`config.mk`:
```
export PLATFORM = sky130hd
export DESIGN_NAME = loop_interval_statistics_top_flat
export DESIGN_NICKNAME = d
export VERILOG_FILES = /design/src/sv/lis_pkg.sv /design/src/sv/lis_if.sv /design/src/sv/lis_divsqrt.sv /design/src/sv/lis_seq.sv /design/src/sv/loop_interval_statistics_top.sv /design/src/flat_wrapper.sv
export SDC_FILE = /design/constraint.sdc
export NUM_CORES = 2
export LEC_CHECK = 0
export BUFFER_PORTS_ARGS = -buffer_cell sky130_fd_sc_hd__buf_2
export CORE_UTILIZATION = 45
export DETAILED_ROUTE_END_ITERATION = 8
export GPL_TIMING_DRIVEN = 0
export SLEW_MARGIN = 15
export SYNTH_ARGS = -nofsm -noshare
export SYNTH_HDL_FRONTEND = slang
export SYNTH_SLANG_ARGS = --single-unit
```
`constraint.sdc`:
```
create_clock -name clk -period 9.2 [get_ports clk]
set_clock_uncertainty 0.15 [all_clocks]
set_input_delay 1.38 -clock clk [delete_from_list [all_inputs] [get_ports clk]]
set_output_delay 1.38 -clock clk [all_outputs]
set_load 0.01 [all_outputs]
```
`src/sv/lis_pkg.sv`:
```
// shared types and constants for the loop interval statistics block
package lis_pkg;
	localparam int IntervalBits = 24;
	localparam int CountBits = 20;
	localparam int MeanBits = IntervalBits + 8;
	localparam int VarBits = 64;
	localparam int CfgDataBits = 24;
	localparam int CfgIdxBits = 1;

	localparam logic [CfgIdxBits-1:0] RegRunLength = 1'd0;
	localparam logic [CfgIdxBits-1:0] RegNominalPeriod = 1'd1;

	localparam logic CmdStart = 1'b0;
	localparam logic CmdSample = 1'b1;

	typedef struct packed {
		logic command;
		logic [IntervalBits-1:0] interval_us;
	} lis_in_t;

	typedef struct packed {
		logic [31:0] mean_q8;
		logic [31:0] std_q8;
		logic [23:0] max_interval;
		logic [19:0] max_position;
		logic [23:0] min_interval;
		logic [19:0] min_position;
	} lis_out_t;

	// request to the shared divide / root unit
	typedef struct packed {
		logic start;
		logic is_sqrt;
		logic [VarBits-1:0] num;
		logic [CountBits:0] den;
	} lis_op_req_t;

	typedef struct packed {
		logic done;
		logic [VarBits-1:0] result;
	} lis_op_rsp_t;
endpackage

```
`src/sv/lis_if.sv`:
```
// valid/ready channel carrying one payload word
interface lis_if #(parameter type T = logic) ();
	logic valid;
	logic ready;
	T payload;
	modport source (output valid, output payload, input ready);
	modport sink (input valid, input payload, output ready);
endinterface

```
`src/sv/lis_divsqrt.sv`:
```
// shared bit-serial unsigned divider and integer square root
module lis_divsqrt (
	input logic clk,
	input logic arst_n,
	input lis_pkg::lis_op_req_t req,
	output lis_pkg::lis_op_rsp_t rsp
);
	import lis_pkg::*;

	localparam int StepBits = 7;

	logic busy_q;
	logic done_q;
	logic is_sqrt_q;
	logic [StepBits-1:0] step_q;
	logic [VarBits-1:0] num_q;
	logic [VarBits:0] rem_q;
	logic [VarBits-1:0] quo_q;
	logic [CountBits:0] den_q;
	logic [VarBits-1:0] root_q;
	logic [VarBits-1:0] bit_q;

	logic [VarBits:0] rem_sh;
	logic [VarBits:0] den_ext;
	logic [VarBits-1:0] trial;

	assign rem_sh = {rem_q[VarBits-1:0], num_q[VarBits-1]};
	assign den_ext = {{(VarBits-CountBits){1'b0}}, den_q};
	assign trial = root_q + bit_q;

	always_ff @(posedge clk or negedge arst_n) begin
		if (!arst_n) begin
			busy_q <= 1'b0;
			done_q <= 1'b0;
			step_q <= '0;
			is_sqrt_q <= 1'b0;
		end else begin
			done_q <= 1'b0;
			if (req.start) begin
				busy_q <= 1'b1;
				is_sqrt_q <= req.is_sqrt;
				step_q <= '0;
				num_q <= req.num;
				den_q <= req.den;
				rem_q <= '0;
				quo_q <= '0;
				root_q <= '0;
				bit_q <= {2'b01, {(VarBits-2){1'b0}}};
			end else if (busy_q) begin
				if (is_sqrt_q) begin
					// one result bit per cycle
					if (num_q >= trial) begin
						num_q <= num_q - trial;
						root_q <= (root_q >> 1) + bit_q;
					end else begin
						root_q <= root_q >> 1;
					end
					bit_q <= bit_q >> 2;
					if (step_q == StepBits'(VarBits/2 - 1)) begin
						busy_q <= 1'b0;
						done_q <= 1'b1;
					end
				end else begin
					num_q <= num_q << 1;
					if (rem_sh >= den_ext) begin
						rem_q <= rem_sh - den_ext;
						quo_q <= {quo_q[VarBits-2:0], 1'b1};
					end else begin
						rem_q <= rem_sh;
						quo_q <= {quo_q[VarBits-2:0], 1'b0};
					end
					if (step_q == StepBits'(VarBits - 1)) begin
						busy_q <= 1'b0;
						done_q <= 1'b1;
					end
				end
				step_q <= step_q + 1'b1;
			end
		end
	end

	assign rsp = {done_q, is_sqrt_q ? root_q : quo_q};
endmodule

```
`src/sv/lis_seq.sv`:
```
// sequencer: per-sample update of mean, variance, extremes using the shared unit
module lis_seq (
	input logic clk,
	input logic arst_n,
	input logic [lis_pkg::CountBits-1:0] run_length,
	input logic [lis_pkg::IntervalBits-1:0] nominal_period,
	lis_if.sink in_ch,
	lis_if.source out_ch,
	output lis_pkg::lis_op_req_t req,
	input lis_pkg::lis_op_rsp_t rsp
);
	import lis_pkg::*;

	typedef enum logic [2:0] {
		ST_IDLE, ST_DIVM, ST_SQR, ST_DIVT, ST_DIVV, ST_SQRT, ST_OUT
	} state_t;

	state_t state_q;
	logic active_q;
	logic [CountBits-1:0] num_q;
	logic [MeanBits-1:0] mean_q;
	logic [VarBits-1:0] var_q;
	logic [IntervalBits-1:0] max_q, min_q;
	logic [CountBits-1:0] max_at_q, min_at_q;
	logic [MeanBits-1:0] d_q;
	logic up_q;
	logic [VarBits-1:0] term_q;
	logic [CountBits-1:0] i_q;
	lis_out_t out_q;
	logic out_valid_q;

	logic [CountBits-1:0] i_c;
	logic [MeanBits-1:0] tq_c;
	logic [VarBits-1:0] keep_c, sum_c;
	logic [MeanBits-1:0] mean_c;
	logic [31:0] d_lo;
	logic [VarBits-1:0] sq_c;

	assign i_c = (num_q == '0) ? CountBits'(1) : num_q;
	assign tq_c = {in_ch.payload.interval_us, 8'd0};
	assign mean_c = up_q ? mean_q + MeanBits'(rsp.result) : mean_q - MeanBits'(rsp.result);
	assign d_lo = 32'(d_q);
	assign sq_c = VarBits'(d_lo) * VarBits'(d_lo);
	assign keep_c = var_q - rsp.result;
	assign sum_c = keep_c + term_q;

	assign in_ch.ready = (state_q == ST_IDLE) && !out_valid_q;
	assign out_ch.valid = out_valid_q;
	assign out_ch.payload = out_q;

	always_ff @(posedge clk or negedge arst_n) begin
		if (!arst_n) begin
			state_q <= ST_IDLE;
			active_q <= 1'b0;
			num_q <= '0;
			mean_q <= '0;
			var_q <= '0;
			max_q <= '0;
			min_q <= '0;
			max_at_q <= '0;
			min_at_q <= '0;
			out_valid_q <= 1'b0;
			req <= '0;
		end else begin
			req.start <= 1'b0;
			if (out_valid_q && out_ch.ready) out_valid_q <= 1'b0;
			case (state_q)
				ST_IDLE: begin
					if (in_ch.valid && in_ch.ready) begin
						if (in_ch.payload.command == CmdStart) begin
							mean_q <= {nominal_period, 8'd0};
							var_q <= '0;
							max_q <= nominal_period;
							min_q <= nominal_period;
							max_at_q <= '0;
							min_at_q <= '0;
							num_q <= CountBits'(1);
							active_q <= (run_length != '0);
						end else if (active_q) begin
							i_q <= i_c;
							if (in_ch.payload.interval_us > max_q) begin
								max_q <= in_ch.payload.interval_us;
								max_at_q <= i_c;
							end
							if (in_ch.payload.interval_us < min_q) begin
								min_q <= in_ch.payload.interval_us;
								min_at_q <= i_c;
							end
							up_q <= tq_c >= mean_q;
							d_q <= (tq_c >= mean_q) ? tq_c - mean_q : mean_q - tq_c;
							req.start <= 1'b1;
							req.is_sqrt <= 1'b0;
							req.num <= VarBits'((tq_c >= mean_q) ? tq_c - mean_q
								: mean_q - tq_c);
							req.den <= {1'b0, i_c} + 1'b1;
							state_q <= ST_DIVM;
						end
					end
				end
				ST_DIVM: begin
					if (rsp.done) begin
						mean_q <= mean_c;
						state_q <= ST_SQR;
					end
				end
				ST_SQR: begin
					req.start <= 1'b1;
					req.is_sqrt <= 1'b0;
					req.num <= sq_c;
					req.den <= {1'b0, i_q} + 1'b1;
					state_q <= ST_DIVT;
				end
				ST_DIVT: begin
					if (rsp.done) begin
						// difference beyond 32 bits saturates the term
						term_q <= (VarBits'(d_q) > VarBits'(32'hFFFF_FFFF)) ? '1
							: rsp.result;
						req.start <= 1'b1;
						req.is_sqrt <= 1'b0;
						req.num <= var_q;
						req.den <= {1'b0, i_q};
						state_q <= ST_DIVV;
					end
				end
				ST_DIVV: begin
					if (rsp.done) begin
						var_q <= (sum_c < keep_c) ? '1 : sum_c;
						if (i_q >= run_length) begin
							active_q <= 1'b0;
							num_q <= i_q;
							req.start <= 1'b1;
							req.is_sqrt <= 1'b1;
							req.num <= (sum_c < keep_c) ? '1 : sum_c;
							state_q <= ST_SQRT;
						end else begin
							num_q <= i_q + 1'b1;
							state_q <= ST_IDLE;
						end
					end
				end
				ST_SQRT: begin
					if (rsp.done) begin
						out_q.mean_q8 <= 32'(mean_q);
						out_q.std_q8 <= rsp.result[31:0];
						out_q.max_interval <= max_q;
						out_q.max_position <= max_at_q;
						out_q.min_interval <= min_q;
						out_q.min_position <= min_at_q;
						out_valid_q <= 1'b1;
						state_q <= ST_IDLE;
					end
				end
				default: state_q <= ST_IDLE;
			endcase
		end
	end
endmodule

```
`src/sv/loop_interval_statistics_top.sv`:
```
// top level: config registers, sequencer and shared divide/root unit
// a sample runs three 64-step divisions through the shared bit-serial unit plus
// handoffs before the next ready, the last sample of a run also a square root;
// one word in flight at a time
// reset clears the run state and loads 1000 into run_length and nominal_period
module loop_interval_statistics_top (
	input logic clk,
	input logic arst_n,
	input logic cfg_we,
	input logic [lis_pkg::CfgIdxBits-1:0] cfg_index,
	input logic [lis_pkg::CfgDataBits-1:0] cfg_data,
	lis_if.sink in_ch,
	lis_if.source out_ch
);
	import lis_pkg::*;

	logic [CountBits-1:0] run_length_q;
	logic [IntervalBits-1:0] nominal_period_q;
	lis_op_req_t req;
	lis_op_rsp_t rsp;

	always_ff @(posedge clk or negedge arst_n) begin
		if (!arst_n) begin
			run_length_q <= CountBits'(1000);
			nominal_period_q <= IntervalBits'(1000);
		end else if (cfg_we) begin
			case (cfg_index)
				RegRunLength: run_length_q <= cfg_data[CountBits-1:0];
				RegNominalPeriod: nominal_period_q <= cfg_data;
				default: ;
			endcase
		end
	end

	lis_seq u_seq (
		.clk, .arst_n,
		.run_length(run_length_q),
		.nominal_period(nominal_period_q),
		.in_ch, .out_ch, .req, .rsp
	);

	lis_divsqrt u_unit (.clk, .arst_n, .req, .rsp);

	a_no_accept_busy: assert property (@(posedge clk) disable iff (!arst_n)
		req.start |-> !in_ch.ready)
		else $error("input taken while unit starts");
	a_done_single: assert property (@(posedge clk) disable iff (!arst_n)
		rsp.done |=> !rsp.done)
		else $error("unit done held");
	a_out_hold: assert property (@(posedge clk) disable iff (!arst_n)
		out_ch.valid && !out_ch.ready |=> out_ch.valid)
		else $error("result dropped");
endmodule

```
`src/flat_wrapper.sv`:
```
// flat-port wrapper written by rule: the top's interface ports become plain ports
module loop_interval_statistics_top_flat import lis_pkg::*;
  (clk, arst_n, cfg_we, cfg_index, cfg_data, in_ch_valid, in_ch_payload, in_ch_ready, out_ch_valid, out_ch_payload, out_ch_ready);
  lis_if #(.T(lis_in_t)) in_ch_i ();
  lis_if #(.T(lis_out_t)) out_ch_i ();
  input logic clk;
  input logic arst_n;
  input logic cfg_we;
  input logic [lis_pkg::CfgIdxBits-1:0] cfg_index;
  input logic [lis_pkg::CfgDataBits-1:0] cfg_data;
  input wire logic [$bits(in_ch_i.valid)-1:0] in_ch_valid;
  input wire logic [$bits(in_ch_i.payload)-1:0] in_ch_payload;
  output wire logic [$bits(in_ch_i.ready)-1:0] in_ch_ready;
  output wire logic [$bits(out_ch_i.valid)-1:0] out_ch_valid;
  output wire logic [$bits(out_ch_i.payload)-1:0] out_ch_payload;
  input wire logic [$bits(out_ch_i.ready)-1:0] out_ch_ready;
  assign in_ch_i.valid = in_ch_valid;
  assign in_ch_i.payload = in_ch_payload;
  assign in_ch_ready = in_ch_i.ready;
  assign out_ch_valid = out_ch_i.valid;
  assign out_ch_payload = out_ch_i.payload;
  assign out_ch_i.ready = out_ch_ready;
  loop_interval_statistics_top u_core (.clk(clk), .arst_n(arst_n), .cfg_we(cfg_we), .cfg_index(cfg_index), .cfg_data(cfg_data), .in_ch(in_ch_i), .out_ch(out_ch_i));
endmodule
```
### Yosys cells after proc, flatten, opt, wreduce, memory -nomap -nowiden

Index checks and enable logic that the tools add are counted.

| storage, ports and cells | value |
|---|---|
| register bits | 961 |
| output and inout port bits | 154 |
| logic and storage cells | 191 |

| operators by class | value |
|---|---|
| $add $sub $neg | 16 |
| multiplexer cells | 83 |
| bitwise operators | 1 |
| reduce and logical (&&, ||, !) cells | 27 |
| $mul | 1 |
| equality and inequality tests | 20 |
| $lt $le $gt $ge | 7 |

Operators by type and width:

| cell | count |
|---|---|
| 64-bit 2-to-1 mux | 17 |
| 87-bit 2-to-1 mux | 4 |
| 66-bit one-hot mux with 4 select lines | 1 |
| 20-bit 2-to-1 mux | 11 |
| 65-bit 2-to-1 mux | 3 |
| 32-bit 2-to-1 mux | 5 |
| 24-bit 2-to-1 mux | 6 |
| 66-bit 2-to-1 mux | 2 |
| 64-bit adder | 2 |
| 64-bit one-hot mux with 2 select lines | 1 |
| 64-bit subtractor | 2 |
| 32-bit subtractor | 3 |
| 32-bit by 32-bit subtractor with 33-bit output | 2 |
| 65-bit by 21-bit >= comparator with 1-bit output | 1 |
| 65-bit by 21-bit subtractor with 65-bit output | 1 |
| 63-bit by 64-bit adder with 64-bit output | 1 |
| 64-bit >= comparator | 1 |
| 64-bit < comparator | 1 |
| 32-bit by 32-bit multiplier with 64-bit output | 1 |
| 32-bit one-hot mux with 2 select lines | 1 |
| 21-bit one-hot mux with 3 select lines | 1 |
| 20-bit by 1-bit adder with 21-bit output, second input constant | 2 |
| 20-bit one-hot mux with 2 select lines | 1 |
| 32-bit adder | 1 |
| 33 further kinds | 84 |

### Logic depth before layout (Yosys ltp)

| depth | value |
|---|---|
| depth in word-level cells | 8 |
| mapped depth | 50 |
| mapped depth without buffers | 40 |

### Hierarchy

From an unflattened synthesis, not the netlist that was laid out.

| unflattened totals | value |
|---|---|
| cells, all modules | 10860 |
| area total of the unflattened synthesis | 98658.4 sq um |

By module, submodules not included:

| module | sequential area each (sq um) | cells an instance | area each (sq um) | instances |
|---|---|---|---|---|
| lis_seq | 15484.9 | 7217 | 66690.2 | 1 |
| lis_divsqrt | 10490.1 | 3549 | 30146.4 | 1 |
| loop_interval_statistics_top | 1116.1 | 94 | 1821.7 | 1 |

### Least setup slack after synthesis

OpenSTA, ideal clock, no wires.

| timing path | value |
|---|---|
| path type | register to register |
| start | register u_core.u_unit.is_sqrt_q |
| end | register u_core.u_seq.req[79] (netlist name) |
| data arrival time | 9.880 ns |
| cell stages (with the launch flop) | 48 |
| period minus slack after synthesis | 10.111 ns |
| buffers on the path | 11 |
| path slack | -0.911 ns |
| path through | dfrtp_1 > buf_2 > buf_2 > buf_1 > buf_2 > buf_2 > buf_2 > buf_1 > mux2i_1 > inv_1 > ha_1 > inv_1 > fa_1 > a211oi_1 > o21ai_0 > o211ai_1 > nand2_1 > a41oi_1 > [... 12 more ...] > o211ai_1 > a21oi_1 > nor2_1 > o31ai_1 > xnor2_1 > ha_1 > a21o_1 > a21o_1 > a21o_1 > a211oi_1 > o21ai_0 > a2111oi_0 > and2_1 > clkbuf_1 > clkbuf_1 > clkbuf_1 > o21ai_0 > a31oi_2 |

RTL lines:

| item | RTL line | source |
|---|---|---|
| from (decl) | lis_divsqrt.sv:14 | `logic is_sqrt_q;` |
| from (signal assigned) | lis_divsqrt.sv:41 | `is_sqrt_q <= req.is_sqrt;` |

==> results.cfg <==
[status]
status = finished with violations
violations = capacitance limit, slew limit, setup timing

[clocking]
clk_pin_slew_worst_paths_ns = 0.06
numCtsBuffers = 114
cts_tree = done
cts_buffer_depth = 3
cts_num_sinks = 960
h-tree-depth = 3
cts_root_buffer = clkbuf_16
ctsHoldBuffers = 0
clock_latency_ns = 0.83

[synthesis]
ys_ff_latch = 960
synth_edf_count = 610
synthesis.area_um2 = 97900
yosysUniqueCellTypes = 101
ys_seq_area_share_pct = 27.7
synth_compound_area_share_pct = 16.0
synth_fa_ha_area_share_pct = 27.2
synth_ff_type = edfxtp_1
synth.area.mux_share_pct = 3.05
synthArstFlopShare_pct = 36.5
synthSimpleGateAreaFrac_pct = 13.8
netlist_instances = 10700
synth_top_family_by_area = adder cells
yosys_warnings = 0
synth_area_per_cell_um2 = 9.17
synthesis.nets = 12400
synth_xor_area_share_pct = 4.95

[placement]
place_congestion = 1.03
io_buffers = 207
place_hpwl_mm = 318

[flow_run]
max_cap_viol_count = 1

[route]
first_pass_iters = 9
routedWlPerCell_um = 27.8
detail-route-antenna-nets = 0
vias = 84800
drt_iter0_markers = 9221
wl_mm = 392
routed_via_density = 6.01
drc = 0

[layout]
drive_gt1_share_pct = 11.5
utilization_pct = 51.7
ff_latch_area_um2 = 27100
fillerInstances = 19900
syn_to_final_growth_pct = 13.9
final_nets = 12900
final_cell_mix = 1372 x inv_1, 1084 x nand2_1, 814 x fa_1, 797 x ha_1, 749 x a21oi_1
multi_input_area_um2 = 66300
final_common_cell = inv_1

[worst_setup_path]
crit_path_frequent_cell = buf_12
crit_required_ns = 9.66
worstPathArrival_ns = 10.18
cp_slowest_cell = dfrtp_2
end_kind = register
crit_path_max_fanout = 6
crit_type = reg -> reg
critPathMaxStageDelay_ns = 0.44
cp-start-kind = register

[sta]
tightest_slew_ns = 1.52
max_freq_mhz = 103
setup_viol = 123
slew_headroom_pct = -2.20
finalMaxSlewViolations = 3
rsz0062_at_grt = true
period_needed_ns = 9.72
finalHoldViolations = 0
worst_slack_ns = -0.518
post-route-period-util_pct = 106
whs_ns = 0.290

[grt]
grt_max_degree = 100
grt_util_met3_pct = 7.42
grt_usage_pct = 35.6
use_met1_pct = 49.6
overflow = 0
grt_pass1_wl_mm = 571
grt_pass1_vias = 83500
grt_busiest_layer = met2
use_met2_pct = 53.6
antenna_found_initial = 25

[floorplan]
ios = 209
num_rows = 170
core_area_um2 = 215000
die_w_um = 468
fp.dieArea_um2 = 219000
initial_core_util_pct = 45.4
die_h_um = 468

[pwr]
peakVddDrop_mv = 0.209
power.density_nw_per_um2 = 147
p_total_uw = 16300
cellLeakagePower_uw = 0.0502

[worst_hold_path]
min_path_type = reg -> reg
[path summary, 6_finish.rpt]
path	cells past startpoint	startpoint	to	slack (ns)
max	50	u_core.u_unit.is_sqrt_q$_DFFE_PN0P_	u_core.u_seq.req[58]$_DFFE_PN0P_	-0.52
min	0	u_core.u_seq.min_at_q[3]$_DFFE_PN0P_	u_core.u_seq.out_ch.payload[3]$_DFFE_PP_	0.29
max reg2reg	50	u_core.u_unit.is_sqrt_q$_DFFE_PN0P_	u_core.u_seq.req[58]$_DFFE_PN0P_	-0.52
min reg2reg	0	u_core.u_seq.min_at_q[3]$_DFFE_PN0P_	u_core.u_seq.out_ch.payload[3]$_DFFE_PP_	0.29
max in group asynchronous	5	arst_n	u_core.u_seq.mean_q[19]$_DFFE_PN0P_	6.37
min in group asynchronous	2	arst_n	u_core.u_seq.req[70]$_DFFE_PN0P_	0.77
[layout make-up]
class,count,share of cell area (%)
multi-input combinational,7828,59.4
sequential,960,24.3
inverter,1386,4.68
tap,2838,3.18
clock buffer,158,2.91
timing repair buffer,393,2.66
buffer,480,2.07
clock inverter,60,0.753
antenna,5,0.0112
[cell families (layout without fill, tap and decap cells)]
| family | Yosys count | in the layout |
|---|---|---|
| buffers and inverters | 1891 | 2477 |
| multiplexers | 280 | 280 |
| AND/OR/NAND/NOR | 2889 | 2889 |
| XOR/XNOR | 553 | 553 |
| other | 0 | 5 |
| adder cells (fa/ha/maj) | 1636 | 1636 |
| flip-flops | 960 | 960 |
| AO/OA/AOI/OAI | 2470 | 2470 |
[cell usage after synthesis, drive strengths merged, types with 130 or more instances]
master | count | area share [%]
nor3 | 157 | 0.81
and2 | 265 | 1.7
nand3 | 147 | 0.75
nor2 | 663 | 2.5
ha | 821 | 10
mux2i | 130 | 1.3
a211oi | 195 | 1.5
a21oi | 792 | 4.1
clkbuf | 445 | 1.7
mux2 | 150 | 1.7
xor2 | 220 | 2.0
a21o | 296 | 2.3
xnor2 | 333 | 3.0
dfrtp | 338 | 8.6
fa | 815 | 17
edfxtp | 610 | 19
inv | 1381 | 5.3
o21ai | 522 | 2.7
nand2 | 1096 | 4.2
[flip-flops by register name, indices dropped and copies added, names as in the netlist, 21 cells and up]
| name | flops |
|---|---|
| u_core.u_seq.out_ch.payload | 152 |
| u_core.u_seq.req | 87 |
| u_core.u_seq.term_q | 64 |
| u_core.u_seq.var_q | 64 |
| u_core.u_unit.bit_q | 64 |
| u_core.u_unit.num_q | 64 |
| u_core.u_unit.quo_q | 64 |
| u_core.u_unit.rem_q | 64 |
| u_core.u_unit.root_q | 64 |
| u_core.u_seq.d_lo | 32 |
| u_core.u_seq.mean_q | 32 |
| u_core.nominal_period_q | 24 |
| u_core.u_seq.max_q | 24 |
| u_core.u_seq.min_q | 24 |
| u_core.u_unit.den_q | 21 |
[per-stage QoR]
stage / area [um^2] / setup TNS (ns) / cells / setup WS [ns]
final: 111000 / -33.98 / 14100 / -0.518
after global routing: 111000 / -55.68 / 14100 / -0.704
after CTS: 111000 / -4.45 / 14100 / -0.235
after detailed placement: 103000 / -692.26 / 13700 / -5.88
after global placement: 103000 / -6962.73 / 13700 / -10.30
after floorplan: 97900 / 0 / 10700 / 0.0172
[metal layers]
metal,wire length (um),up-vias
met2,169000,3932
met4,18900,20
met5,142,-
met1,166000,42500
li1,-,37600
met3,38100,697
[power by group]
group / switching, uW / total (uW) / internal (uW)
clock network: 2120 / 5010 / 2880
logic: 4000 / 6090 / 2100
registers: 357 / 5240 / 4880
[what timing repair did]
item,CTS,global route
pin swaps,114,52
setup buffers,127,39
resized for setup,600,150
cloned,2,0
setup endpoints to repair,131,167
[worst max-delay path: cells and delay by family, from the launching register on]
kind	cells	cell delay, ns
AND/OR/NAND/NOR	9	1.84
buffers and inverters	16	2.19
multiplexers	1	0.23
flip-flops	1	0.44
XOR/XNOR	2	0.31
adder cells (fa/ha/maj)	4	1.06
AO/OA/AOI/OAI	18	3.22
(Power assumes the default switching activity.)
